<file path="config.mk">
export PLATFORM = sky130hd
export DESIGN_NAME = lfu_cache_policy
export DESIGN_NICKNAME = d
export VERILOG_FILES = /design/src/lfu_pkg.sv /design/src/lfu_cell.sv /design/src/lfu_cache_policy.sv
export SDC_FILE = /design/constraint.sdc
export NUM_CORES = 2
export LEC_CHECK = 0
export ABC_AREA = 1
export BUFFER_PORTS_ARGS = -buffer_cell sky130_fd_sc_hd__buf_2
export CAP_MARGIN = 20
export CORE_MARGIN = 2
export CORE_UTILIZATION = 50
export DETAILED_ROUTE_END_ITERATION = 16
export PLACE_DENSITY = 0.66
export SLEW_MARGIN = 10
export SYNTH_ARGS = -nofsm -noshare
export SYNTH_HDL_FRONTEND = slang
export SYNTH_SLANG_ARGS = --single-unit
</file>
<file path="constraint.sdc">
create_clock -name clk_i -period 8.1 [get_ports clk_i]
set_input_delay 0.405 -clock clk_i [delete_from_list [all_inputs] [get_ports clk_i]]
set_output_delay 0.405 -clock clk_i [all_outputs]
set_load 0.005 [all_outputs]
</file>
<file path="src/lfu_pkg.sv">
`timescale 1ns / 1ps

package lfu_pkg;

  // Field widths that travel down the cell chain. They are sized for the
  // largest store the block supports. Narrower builds zero-extend into them.
  localparam int unsigned DATA_W = 32;
  localparam int unsigned IDX_W  = 8;   // slot index and recency rank, up to 256 slots
  localparam int unsigned CNT_W  = 32;  // use count, up to 32 bits
  localparam int unsigned OCC_W  = 9;   // occupancy, up to 256

  typedef enum logic [1:0] {
    UPD_NONE = 2'd0,
    UPD_BUMP = 2'd1,
    UPD_FILL = 2'd2
  } upd_op_e;

  // Scan packet, carried from one cell to the next, one cell per cycle
  typedef struct packed {
    logic              active;
    logic [DATA_W-1:0] key;
    logic              hit;
    logic [IDX_W-1:0]  hit_idx;
    logic [IDX_W-1:0]  hit_rank;
    logic [DATA_W-1:0] hit_value;
    logic              vic_found;
    logic [IDX_W-1:0]  vic_idx;
    logic [IDX_W-1:0]  vic_rank;
    logic [CNT_W-1:0]  vic_count;
    logic [DATA_W-1:0] vic_key;
    logic              free_found;
    logic [IDX_W-1:0]  free_idx;
    logic [OCC_W-1:0]  occ;
  } pkt_t;

  // Update command, broadcast to every cell for one cycle
  typedef struct packed {
    upd_op_e           op;
    logic [IDX_W-1:0]  idx;
    logic [IDX_W-1:0]  rank;
    logic              wr_value;
    logic [DATA_W-1:0] key;
    logic [DATA_W-1:0] value;
    logic              evict;
    logic [IDX_W-1:0]  vic_idx;
    logic [IDX_W-1:0]  vic_rank;
  } upd_t;

endpackage

</file>
<file path="src/lfu_cell.sv">
`timescale 1ns / 1ps

module lfu_cell #(
  parameter int IDX        = 0,
  parameter int RANK_W     = 4,
  parameter int COUNT_BITS = 16
) (
  input  logic          clk_i,
  input  logic          rst_ni,
  input  lfu_pkg::pkt_t pkt_i,
  output lfu_pkg::pkt_t pkt_o,
  input  lfu_pkg::upd_t upd_i
);
  import lfu_pkg::*;

  localparam logic [IDX_W-1:0] MyIdx = IDX_W'(IDX);

  logic                  valid_q, valid_d;
  logic [DATA_W-1:0]     key_q, key_d;
  logic [DATA_W-1:0]     value_q, value_d;
  logic [COUNT_BITS-1:0] count_q, count_d;
  logic [RANK_W-1:0]     rank_q, rank_d;
  pkt_t                  pkt_q, pkt_d;

  logic [IDX_W-1:0] rank_ext;
  logic [CNT_W-1:0] count_ext;

  assign rank_ext  = IDX_W'(rank_q);
  assign count_ext = CNT_W'(count_q);

  // scan: fold this slot into the passing packet
  always_comb begin
    pkt_d = pkt_i;
    if (valid_q) begin
      pkt_d.occ = pkt_i.occ + 1'b1;
      if (key_q == pkt_i.key) begin
        pkt_d.hit       = 1'b1;
        pkt_d.hit_idx   = MyIdx;
        pkt_d.hit_rank  = rank_ext;
        pkt_d.hit_value = value_q;
      end
      if (!pkt_i.vic_found || (count_ext < pkt_i.vic_count) ||
          ((count_ext == pkt_i.vic_count) && (rank_ext > pkt_i.vic_rank))) begin
        pkt_d.vic_found = 1'b1;
        pkt_d.vic_idx   = MyIdx;
        pkt_d.vic_rank  = rank_ext;
        pkt_d.vic_count = count_ext;
        pkt_d.vic_key   = key_q;
      end
    end else if (!pkt_i.free_found) begin
      pkt_d.free_found = 1'b1;
      pkt_d.free_idx   = MyIdx;
    end
  end

  // update from the broadcast command
  always_comb begin
    valid_d = valid_q;
    key_d   = key_q;
    value_d = value_q;
    count_d = count_q;
    rank_d  = rank_q;
    case (upd_i.op)
      UPD_BUMP: begin
        if (upd_i.idx == MyIdx) begin
          if (count_q != {COUNT_BITS{1'b1}}) begin
            count_d = count_q + 1'b1;
          end
          rank_d = '0;
          if (upd_i.wr_value) begin
            value_d = upd_i.value;
          end
        end else if (valid_q && (rank_ext < upd_i.rank)) begin
          rank_d = rank_q + 1'b1;
        end
      end
      UPD_FILL: begin
        if (upd_i.idx == MyIdx) begin
          valid_d = 1'b1;
          key_d   = upd_i.key;
          value_d = upd_i.value;
          count_d = COUNT_BITS'(1);
          rank_d  = '0;
        end else if (upd_i.evict && (upd_i.vic_idx == MyIdx)) begin
          valid_d = 1'b0;
        end else if (valid_q) begin
          // close the gap left by the victim, then age for the new entry
          if (!(upd_i.evict && (rank_ext > upd_i.vic_rank))) begin
            rank_d = rank_q + 1'b1;
          end
        end
      end
      default: ;
    endcase
  end

  always_ff @(posedge clk_i or negedge rst_ni) begin
    if (!rst_ni) begin
      valid_q <= 1'b0;
      pkt_q   <= '0;
    end else begin
      valid_q <= valid_d;
      pkt_q   <= pkt_d;
    end
  end

  always_ff @(posedge clk_i) begin
    key_q   <= key_d;
    value_q <= value_d;
    count_q <= count_d;
    rank_q  <= rank_d;
  end

  assign pkt_o = pkt_q;

endmodule

</file>
<file path="src/lfu_cache_policy.sv">
`timescale 1ns / 1ps

// Fully associative key-value store with least frequently used replacement,
// ties broken toward the least recently accessed entry. Each input
// transaction is a get or a put and yields exactly one result transaction
// (hit, read value, eviction flag and evicted key). Slots live in a row of
// ENTRIES cells; a scan packet enters the first cell and moves one cell per
// cycle, collecting the key match, the eviction candidate, the first free
// slot and the occupancy. Once it leaves the last cell, the controller
// latches it, decides, and broadcasts one update that every cell applies in
// the same cycle. Between one acceptance and the next, a transaction passes a
// launch register, the traversal of the ENTRIES-cell chain, a capture into the
// summary register and the commit. The commit waits while a previous result
// is still stalled on the output. Input stall is high from acceptance until
// commit. The capacity register (byte address 0) resets to 16; writes are
// expected only while the block is idle.
module lfu_cache_policy #(
  parameter int ENTRIES    = 16,
  parameter int COUNT_BITS = 16
) (
  input  logic        clk_i,
  input  logic        rst_ni,
  // input channel
  input  logic        in_valid_i,
  output logic        in_stall_o,
  input  logic        cmd_i,
  input  logic [31:0] key_i,
  input  logic [31:0] value_i,
  // result channel
  output logic        out_valid_o,
  input  logic        out_stall_i,
  output logic        hit_o,
  output logic [31:0] read_value_o,
  output logic        evicted_o,
  output logic [31:0] evicted_key_o,
  // configuration
  input  logic        psel,
  input  logic        penable,
  input  logic        pwrite,
  input  logic [1:0]  paddr,
  input  logic [31:0] pwdata,
  output logic [31:0] prdata,
  output logic        pready
);
  import lfu_pkg::*;

  localparam int RANK_W = (ENTRIES > 1) ? $clog2(ENTRIES) : 1;
  localparam logic [4:0] CapReset = 5'd16;
  localparam logic [1:0] CapAddr  = 2'd0;

  typedef enum logic [2:0] {
    S_IDLE   = 3'b001,
    S_SCAN   = 3'b010,
    S_DECIDE = 3'b100
  } state_e;

  state_e state_q, state_d;

  // configuration register
  logic [4:0] capacity_q;
  logic       cfg_wr;

  assign cfg_wr = psel && penable && pwrite && pready;
  assign pready = 1'b1;
  // single register: writes land here from any address, reads decode it
  assign prdata = (paddr == CapAddr) ? {27'b0, capacity_q} : 32'd0;

  always_ff @(posedge clk_i or negedge rst_ni) begin
    if (!rst_ni) begin
      capacity_q <= CapReset;
    end else if (cfg_wr) begin
      capacity_q <= pwdata[4:0];
    end
  end

  // transaction registers
  logic        in_acc;
  logic        cmd_q;
  logic [31:0] key_q;
  logic [31:0] value_q;

  assign in_stall_o = (state_q != S_IDLE);
  assign in_acc     = in_valid_i && !in_stall_o;

  always_ff @(posedge clk_i) begin
    if (in_acc) begin
      cmd_q   <= cmd_i;
      key_q   <= key_i;
      value_q <= value_i;
    end
  end

  // launch packet feeding the first cell
  pkt_t start_q, start_d;

  always_comb begin
    start_d = '0;
    if (in_acc) begin
      start_d.active = 1'b1;
      start_d.key    = key_i;
    end
  end

  always_ff @(posedge clk_i or negedge rst_ni) begin
    if (!rst_ni) begin
      start_q <= '0;
    end else begin
      start_q <= start_d;
    end
  end

  // cell chain
  pkt_t pkt_chain [ENTRIES+1];
  upd_t upd;

  assign pkt_chain[0] = start_q;

  for (genvar g = 0; g < ENTRIES; g++) begin : g_cell
    lfu_cell #(
      .IDX        (g),
      .RANK_W     (RANK_W),
      .COUNT_BITS (COUNT_BITS)
    ) u_cell (
      .clk_i  (clk_i),
      .rst_ni (rst_ni),
      .pkt_i  (pkt_chain[g]),
      .pkt_o  (pkt_chain[g+1]),
      .upd_i  (upd)
    );
  end

  // scan summary, held until the commit
  pkt_t sum_q;
  logic scan_done;

  assign scan_done = (state_q == S_SCAN) && pkt_chain[ENTRIES].active;

  always_ff @(posedge clk_i or negedge rst_ni) begin
    if (!rst_ni) begin
      sum_q <= '0;
    end else if (scan_done) begin
      sum_q <= pkt_chain[ENTRIES];
    end
  end

  // decision
  logic [OCC_W-1:0] cap_lim;
  logic             fire;
  logic             evict;
  logic [IDX_W-1:0] ins_idx;
  upd_t             upd_calc;
  logic             res_ev;
  logic [31:0]      res_rd;
  logic [31:0]      res_ek;

  // capacity above the slot count acts as the slot count
  assign cap_lim = (32'(capacity_q) > ENTRIES) ? OCC_W'(ENTRIES) : OCC_W'(capacity_q);

  always_comb begin
    upd_calc          = '0;
    upd_calc.op       = UPD_NONE;
    upd_calc.key      = key_q;
    upd_calc.value    = value_q;
    upd_calc.vic_idx  = sum_q.vic_idx;
    upd_calc.vic_rank = sum_q.vic_rank;
    evict             = 1'b0;
    ins_idx           = sum_q.free_idx;
    res_rd            = 32'hFFFF_FFFF;
    if (!cmd_q) begin
      if (sum_q.hit) begin
        upd_calc.op   = UPD_BUMP;
        upd_calc.idx  = sum_q.hit_idx;
        upd_calc.rank = sum_q.hit_rank;
        res_rd        = sum_q.hit_value;
      end
    end else if (capacity_q != 5'd0) begin
      if (sum_q.hit) begin
        upd_calc.op       = UPD_BUMP;
        upd_calc.idx      = sum_q.hit_idx;
        upd_calc.rank     = sum_q.hit_rank;
        upd_calc.wr_value = 1'b1;
      end else begin
        evict = (sum_q.occ >= cap_lim) && sum_q.vic_found;
        // lowest empty slot, counting the victim's slot as empty
        if (evict && (!sum_q.free_found || (sum_q.vic_idx < sum_q.free_idx))) begin
          ins_idx = sum_q.vic_idx;
        end
        if (evict || sum_q.free_found) begin
          upd_calc.op    = UPD_FILL;
          upd_calc.idx   = ins_idx;
          upd_calc.evict = evict;
        end
      end
    end
    res_ev = evict;
    res_ek = evict ? sum_q.vic_key : 32'd0;
  end

  logic out_valid_q;
  logic hit_q;
  logic ev_q;
  logic [31:0] rd_q;
  logic [31:0] ek_q;

  assign fire = (state_q == S_DECIDE) && (!out_valid_q || !out_stall_i);

  always_comb begin
    upd = upd_calc;
    if (!fire) begin
      upd.op = UPD_NONE;
    end
  end

  // output register
  always_ff @(posedge clk_i or negedge rst_ni) begin
    if (!rst_ni) begin
      out_valid_q <= 1'b0;
    end else if (fire) begin
      out_valid_q <= 1'b1;
    end else if (!out_stall_i) begin
      out_valid_q <= 1'b0;
    end
  end

  always_ff @(posedge clk_i) begin
    if (fire) begin
      hit_q <= sum_q.hit;
      rd_q  <= res_rd;
      ev_q  <= res_ev;
      ek_q  <= res_ek;
    end
  end

  assign out_valid_o   = out_valid_q;
  assign hit_o         = hit_q;
  assign read_value_o  = rd_q;
  assign evicted_o     = ev_q;
  assign evicted_key_o = ek_q;

  // sequencer
  always_comb begin
    state_d = state_q;
    case (state_q)
      S_IDLE:   if (in_acc) state_d = S_SCAN;
      S_SCAN:   if (scan_done) state_d = S_DECIDE;
      S_DECIDE: if (fire) state_d = S_IDLE;
      default:  state_d = S_IDLE;
    endcase
  end

  always_ff @(posedge clk_i or negedge rst_ni) begin
    if (!rst_ni) begin
      state_q <= S_IDLE;
    end else begin
      state_q <= state_d;
    end
  end

  // the scan packet only leaves the chain while a transaction is scanning
  a_chain_in_scan: assert property (@(posedge clk_i) disable iff (!rst_ni)
    pkt_chain[ENTRIES].active |-> (state_q == S_SCAN))
    else $error("scan packet left the chain outside of a scan");

  // a put miss with nonzero capacity always finds a slot to fill
  a_slot_available: assert property (@(posedge clk_i) disable iff (!rst_ni)
    ((state_q == S_DECIDE) && cmd_q && !sum_q.hit && (capacity_q != 5'd0))
    |-> (sum_q.free_found || sum_q.vic_found))
    else $error("put miss found neither a free slot nor a victim");

  // an eviction only comes from a put miss
  a_evict_on_miss: assert property (@(posedge clk_i) disable iff (!rst_ni)
    fire |=> !(ev_q && hit_q) && (!ev_q || $past(cmd_q)))
    else $error("eviction reported on a hit or a get");

  // no update reaches the cells except at the commit
  a_update_at_commit: assert property (@(posedge clk_i) disable iff (!rst_ni)
    (upd.op != UPD_NONE) |-> fire && (state_d == S_IDLE))
    else $error("cell update issued outside the commit cycle");

endmodule

</file>
* Yosys cells after proc, flatten, opt, wreduce, memory -nomap -nowiden *
Index checks and enable logic that the tools add are counted.

cells by class
  bitwise operators = 1
  reductions and logical operators = 225
  add/subtract/negate cells = 47
  eq/ne operators = 200
  muxes and demuxes = 376
  $lt $le $gt $ge = 65

operators with widths
  cell                   count
  $mux 130               16
  $mux 81                15
  $mux 32                33
  $pmux 32 s2            16
  $mux 49                16
  $mux 16                48
  $eq 32x32->1           16
  $pmux 16 s2            16
  $eq 16x32->1           15
  $lt 16x32->1           15
  $mux 4                 96
  $mux 9                 31
  $add 16x1->16 const B  16
  $ne 16x16->1 const B   16
  $gt 4x8->1             31
  $eq 8x4->1 const B     16
  $lt 4x8->1             16
  $mux 8                 16
  $pmux 4 s2             16
  $reduce_and 4->1       32
  $add 9x1->9 const B    14
  $ne 2x1->1 const B     50
  $ne 3x1->1 const B     33
  $ne 3x2->1 const B     32
  36 further kinds       293

word-level totals
  flip-flop bits (word level) = 4,473
  output and inout bits = 101
  logic and storage cells = 1,239
  input bits = 106

* Depth between registers and ports, before layout *
  depth in word-level cells = 15
  mapped depth = 21

* Hierarchy *
A second synthesis with hierarchy kept.

second synthesis, totals
  cells, all modules = 17,933
  area total of the unflattened synthesis = 184,319.3 sq um

by module, submodules not included
  module                             cells each  sequential area each (sq um)  area an instance (sq um)  times used
  lfu_cell at g_cell[1].u_cell ...   1,065       7,076.8                       10,839.1                  4
  lfu_cell at g_cell[13].u_cell ...  1,064       7,076.8                       10,816.6                  2
  lfu_cell at g_cell[11].u_cell ...  1,064       7,076.8                       10,814.1                  2
  lfu_cell at g_cell[5].u_cell ...   1,056       7,076.8                       10,759.1                  2
  lfu_cache_policy                   959         7,890.1                       11,330.9                  1
  lfu_cell at g_cell[15].u_cell      1,067       7,076.8                       10,862.9                  1
  lfu_cell at g_cell[0].u_cell       1,064       7,076.8                       10,835.4                  1
  lfu_cell at g_cell[3].u_cell       1,056       7,076.8                       10,832.9                  1
  lfu_cell at g_cell[9].u_cell       1,052       7,076.8                       10,789.1                  1
  lfu_cell at g_cell[12].u_cell      1,052       7,076.8                       10,775.3                  1
  lfu_cell at g_cell[10].u_cell      1,055       7,076.8                       10,756.6                  1

* Worst setup path after synthesis *
Ideal clock, no wire load.

  kind = register to register
  from = register state_q[1]
  to = register g_cell[3].u_cell.value_q[0], enable pin
  arrival time = 6,956 ps
  data required time = 7,639 ps
  cell stages (with the launch flop) = 12
  setup slack = 683 ps
  cell sequence = dfrtp_1 -> inv_1 -> nand3_1 -> nor2_1 -> nand2_1 -> inv_1 -> ha_1 -> clkbuf_1 -> nor2_1 -> clkbuf_1 -> clkbuf_1 -> nor3_1

between the ends
  cells in the longest elaborated chain, start to end = 6
  elaborated cells on any way between the ends = 10

ends and longest elaborated chain
  item                                                                     line                     RTL
  from (decl)                                                              lfu_cache_policy.sv:57   state_e state_q, state_d;
  from (signal assigned)                                                   lfu_cache_policy.sv:255  state_q <= state_d;
  $eq 3x3->1 (*)                                                           lfu_cache_policy.sv:205  assign fire = (state_q == S_DECIDE) && (!out_valid_q || !out_stall_i);
  $logic_and 1x1->1 (*)                                                    lfu_cache_policy.sv:205
  named net fire                                                           lfu_cache_policy.sv:148  logic fire;
  $mux 2 (*)                                                               lfu_cache_policy.sv:209  if (!fire) begin
  $eq 2x2->1 / $eq 2x1->1 (equally long branches)                          lfu_cell.sv:63           case (upd_i.op)
  $ne 2x1->1 (no source line) / $reduce_bool 2->1 (equally long branches)  n/a
  $reduce_and 4->1 (no source line) (*)                                    n/a
  to (signal assigned)                                                     lfu_cell.sv:109          value_q <= value_d;
  to (decl)                                                                lfu_cell.sv:20           logic [DATA_W-1:0] value_q, value_d;

Mark *: on every way through the listed nets, which the timed path passes. The rest lies on a longest branch.
A chain may end at the register's enable or synchronous reset.

* Worst setup path after layout *
  from = register capacity_q[4]
  to = register g_cell[1].u_cell.value_q[11], enable pin

between the ends
  cells in the longest elaborated chain, start to end = 13
  elaborated cells on any way between the ends = 22

ends and longest elaborated chain
  item                                                                     line                                              RTL
  from (decl)                                                              lfu_cache_policy.sv:60                            logic [4:0] capacity_q;
  from (signal assigned)                                                   lfu_cache_policy.sv:70                            capacity_q <= CapReset;
  from (signal assigned)                                                   lfu_cache_policy.sv:72                            capacity_q <= pwdata[4:0];
  $gt 5x5->1                                                               lfu_cache_policy.sv:157                           assign cap_lim = (32'(capacity_q) > ENTRIES) ? OCC_W'(ENTRIES) : OCC_W'(capacity_q);
  $mux 5                                                                   lfu_cache_policy.sv:157
  $ge 9x5->1                                                               lfu_cache_policy.sv:183                           evict = (sum_q.occ >= cap_lim) && sum_q.vic_found;
  $logic_and 1x1->1                                                        lfu_cache_policy.sv:183
  $logic_and 1x1->1 / $logic_or 1x1->1 (equally long branches)             lfu_cache_policy.sv:185, lfu_cache_policy.sv:188
  $mux 8 / $mux 10 (equally long branches)                                 lfu_cache_policy.sv:185, lfu_cache_policy.sv:188
  $mux 10 (on tied branches)                                               lfu_cache_policy.sv:188, lfu_cache_policy.sv:177
  $mux 10 / $mux 19 (equally long branches)                                lfu_cache_policy.sv:177, lfu_cache_policy.sv:176
  $mux 19 (*)                                                              lfu_cache_policy.sv:176                           end else if (capacity_q != 5'd0) begin
  $mux 18 / $mux 2 (equally long branches)                                 lfu_cache_policy.sv:169, lfu_cache_policy.sv:209
  $eq 8x1->1, or another cell as far along                                 lfu_cell.sv:65, lfu_cell.sv:78
  $ne 2x1->1 (no source line) / $reduce_bool 2->1 (equally long branches)  n/a
  $reduce_and 4->1 (no source line) (*)                                    n/a
  to (signal assigned)                                                     lfu_cell.sv:109
  to (decl)                                                                lfu_cell.sv:20

Every way passes the cells marked *; elsewhere a longest branch is shown, timed or not.

==> impl_results.md <==
* Run status: finished clean
* Unrepaired setup endpoints after global routing: no
* Antenna violation net count after detailed routing at 0
* WL final at 332000 µm
* Core ar. at 299000 µm²
* P per Cell Area at 265 nW/µm²
* Synth warnings at 0
* Initial antenna violation count at 4
* CP Data Arrival Time at 6.46 ns
* Num rows at 201
* Largest net degree at the start of global routing at 180
* Fin. max-slew vios at 0
* Global-route wire length before repair at 522000 µm
* Total GRT Usage at 0.219
* H-tree Lvls at 5
* CTS tree: built
* Netlist cell types at 72
* CTS max path bufs at 4
* Syn Std Cell Area at 150000 µm²
* Slew margin rel. at 0.200
* Starting Density at 0.502
* CP max FO at 46
* Worst Reg-to-Reg Cells at 16
* Synth Instances at 13400
* Worst vdd ir at 0.000235 V
* CTS Root Cell: clkbuf_16
* # resized after CTS at 0
* Top post-synthesis cells by area: dfrtp_1 (39%), edfxtp_1 (29%), nand2_1 (7.8%), inv_1 (3.9%), ha_1 (3.9%)
* Max-cap violations at 0
* Setup Buffers After CTS at 0
* Seq/Total Area, Yosys at 0.685
* Clk_lat worst skew at 0.92 ns
* Post-synth EDFFs at 1475
* FF+latch count, synth at 3819
* Die span in x at 552 µm
* Fin. Hold Viols at 0
* CTS clk-pin slew, worst paths at 0.06 ns
* Crit end category: register
* Crit path time final at 5.99 ns
* Critical setup path kind: reg -> reg
* Chip height at 552 µm
* Avg Cell Area, Syn at 11.2 µm²
* Num ports at 207
* Final-stage net count at 14400
* Vias per inst at 5.03
* Sinks on Clock Net at 3819
* Design area at 170000 µm²
* Vias in the first global route at 89900
* DRC at 0
* Tot Pwr at 0.0451 W
* Leak Pwr at 78.7 nW
* Setup violators final at 0
* Final period utilization at 0.740
* Tightest Hold Check Type: in -> async
* Synth Flop Type: dfrtp_1
* Startpoint types: register
* Skew final at 0.0749 ns
* TritonRoute pass-1 iters at 6
* Async S/R FF share, synth at 0.614
* Dpl cells at 17300
* Setup TNS at 0 ns
* Layout cells sized above 1 at 0.0811
* Post-DP Area at 156000 µm²
* Port bufs at 151
* Post-DP HPWL at 240000 µm
* Share of the synthesized area in the top cell type at 0.390
* GPL Wtd Cong at 0.938
* Area grow syn2layout at 13.1%
* DR WL/cell at 18.4 µm
* Critical path required time at 8.57 ns
* Fmax at 0.167 GHz
* Initial DRC count at 7290
* Clock buffer count from CTS at 383
* GR Overflow Total at 0
* Area leader, netlist: dfrtp_1
* Via Count at 91000
* Fin cells at 18100
* Hold buffers post-CTS at 78
* Die area at 305000 µm²
* Worst-Margin Slew at 1.20 ns
-- kinds of logic (layout without fill, tap and decap cells) --
| kind of cell | Yosys count | count (layout) | share of synthesized area |
|---|---|---|---|
| compound gates | 1640 | 1640 | 0.0603 |
| xor+xnor | 306 | 306 | 0.0178 |
| fa+ha+maj | 470 | 470 | 0.0392 |
| buf+inv | 2024 | 2693 | 0.0525 |
| flops | 3819 | 3819 | 0.685 |
| mux | 17 | 17 | 0.00127 |
| other cells | 2 | 34 | 0.0000500 |
| simple gates | 5145 | 5145 | 0.143 |
-- report_power, final --
part	switching, W	internal [W]	leakage (nW)	total [W]
combinational	0.00274	0.00128	28.5	0.00402
clock	0.00728	0.0107	6.38	0.0180
sequential	0.00125	0.0218	43.8	0.0231
total	0.0113	0.0338	78.7	0.0451
-- worst max-delay path: stages, from the launching register on --
cell and delay [ns]:
dfstp_2 0.37, inv_2 0.11, nand2_1 0.08, ha_1 0.32, nand2_1 0.07, nor2_1 0.12, nand3_1 0.10, nand3_2 0.18
nand3_4 0.63, nand2_4 0.32, nand2_1 0.10, inv_1 0.10, ha_4 0.52, nor2_4 0.08, inv_1 0.63, nand2_1 0.82
nor2_4 1.00
-- stage by stage --
step	worst slack [ns]	util	hold WS, ns
2_1_floorplan	0.683	-	0.109
3_3_place_gp	2.23	0.520	0.334
3_5_place_dp	2.21	0.521	0.335
4_1_cts	2.20	0.567	0.138
5_1_grt	1.88	0.567	0.173
6_report	2.11	0.568	0.204
-- layer usage --
layer  wire length [µm]  part of all wire  vias up  global-route usage
met4              12100             0.037        0              0.0774
met3              16500             0.050      658              0.0283
met2             148000              0.44     2316               0.336
met1             156000              0.47    43200               0.322
met5                  0                 0        -                   0
li1                   -                 -    44800                   -
-- cell type report --
| cell class | count | area [µm²] |
|---|---|---|
| diodes | 6 | 15.0 |
| clock buffers | 553 | 11100 |
| clock inverters | 158 | 1960 |
| fillers | 24600 | 129000 |
| inverters | 1581 | 5940 |
| multi-input cells | 7606 | 39800 |
| flip-flops and latches | 3819 | 103000 |
| well taps | 3958 | 4950 |
| repair buffers | 401 | 3190 |
-- worst paths after layout --
path / startpoint / slack, ns / to
setup / recovery: capacity_q[4] / 2.11 / g_cell[1].u_cell.value_q[11]
hold / removal: rst_ni / 0.20 / g_cell[14].u_cell.pkt_o[112]
setup reg to reg: capacity_q[4] / 2.11 / g_cell[1].u_cell.value_q[11]
hold reg to reg: g_cell[5].u_cell.pkt_o[180] / 0.32 / g_cell[6].u_cell.pkt_o[180]
max in group asynchronous: rst_ni / 5.80 / g_cell[7].u_cell.pkt_o[180]
min in group clk_i: value_i[14] / 0.21 / value_q[14]
-- synth_stat cells, drive strengths merged, types with 4 or more instances --
cell,n
nor3b,14
a21boi,14
xnor2,92
and3,9
o21bai,33
nand3b,10
a22o,15
and2,40
a31oi,20
nor2,794
or2,86
nand2,3132
o2111ai,28
ha,470
clkbuf,254
a221oi,31
nand3,680
buf,189
inv,1578
nand4,137
o22ai,86
edfxtp,1475
nor3,176
o21a,32
o211ai,29
a211oi,18
o21ai,775
dfrtp,2342
nor4,62
a2111oi,4
mux2,17
a21oi,539
xor2,214
-- registers in the layout, indices dropped and copies added, names as in the netlist --
signal / count
state_q: 3
evicted_key_o: 32
cmd_q: 1
g_cell.u_cell.count_q: 256
g_cell.u_cell.pkt_o: 2190
value_q: 32
evicted_o: 1
key_q: 32
g_cell.u_cell.rank_q: 64
read_value_o: 32
g_cell.u_cell.value_q: 512
hit_o: 1
g_cell.u_cell.valid_q: 16
capacity_q: 5
sum_q: 96
pkt_chain: 33
g_cell.u_cell.key_q: 512
out_valid_o: 1
-- placed cells by master (no fill, tap or decap), drive strengths merged, types with 17 or more instances in the layout --
master       netlist  routed
nand2           3132    3132
dfrtp           2342    2342
inv             1578    1592
edfxtp          1475    1475
nor2             794     794
o21ai            775     775
nand3            680     680
clkbuf           254     558
a21oi            539     539
ha               470     470
buf              189     318
xor2             214     214
nor3             176     176
nand4            137     137
clkinv             3     101
xnor2             92      92
o22ai             86      86
or2               86      86
dlygate4sd3        0      78
nor4              62      62
and2              40      40
bufinv             0      37
o21bai            33      33
o21a              32      32
a221oi            31      31
o211ai            29      29
o2111ai           28      28
conb               2      28
a31oi             20      20
a211oi            18      18
mux2              17      17
Power figures use the tool's default switching activity.
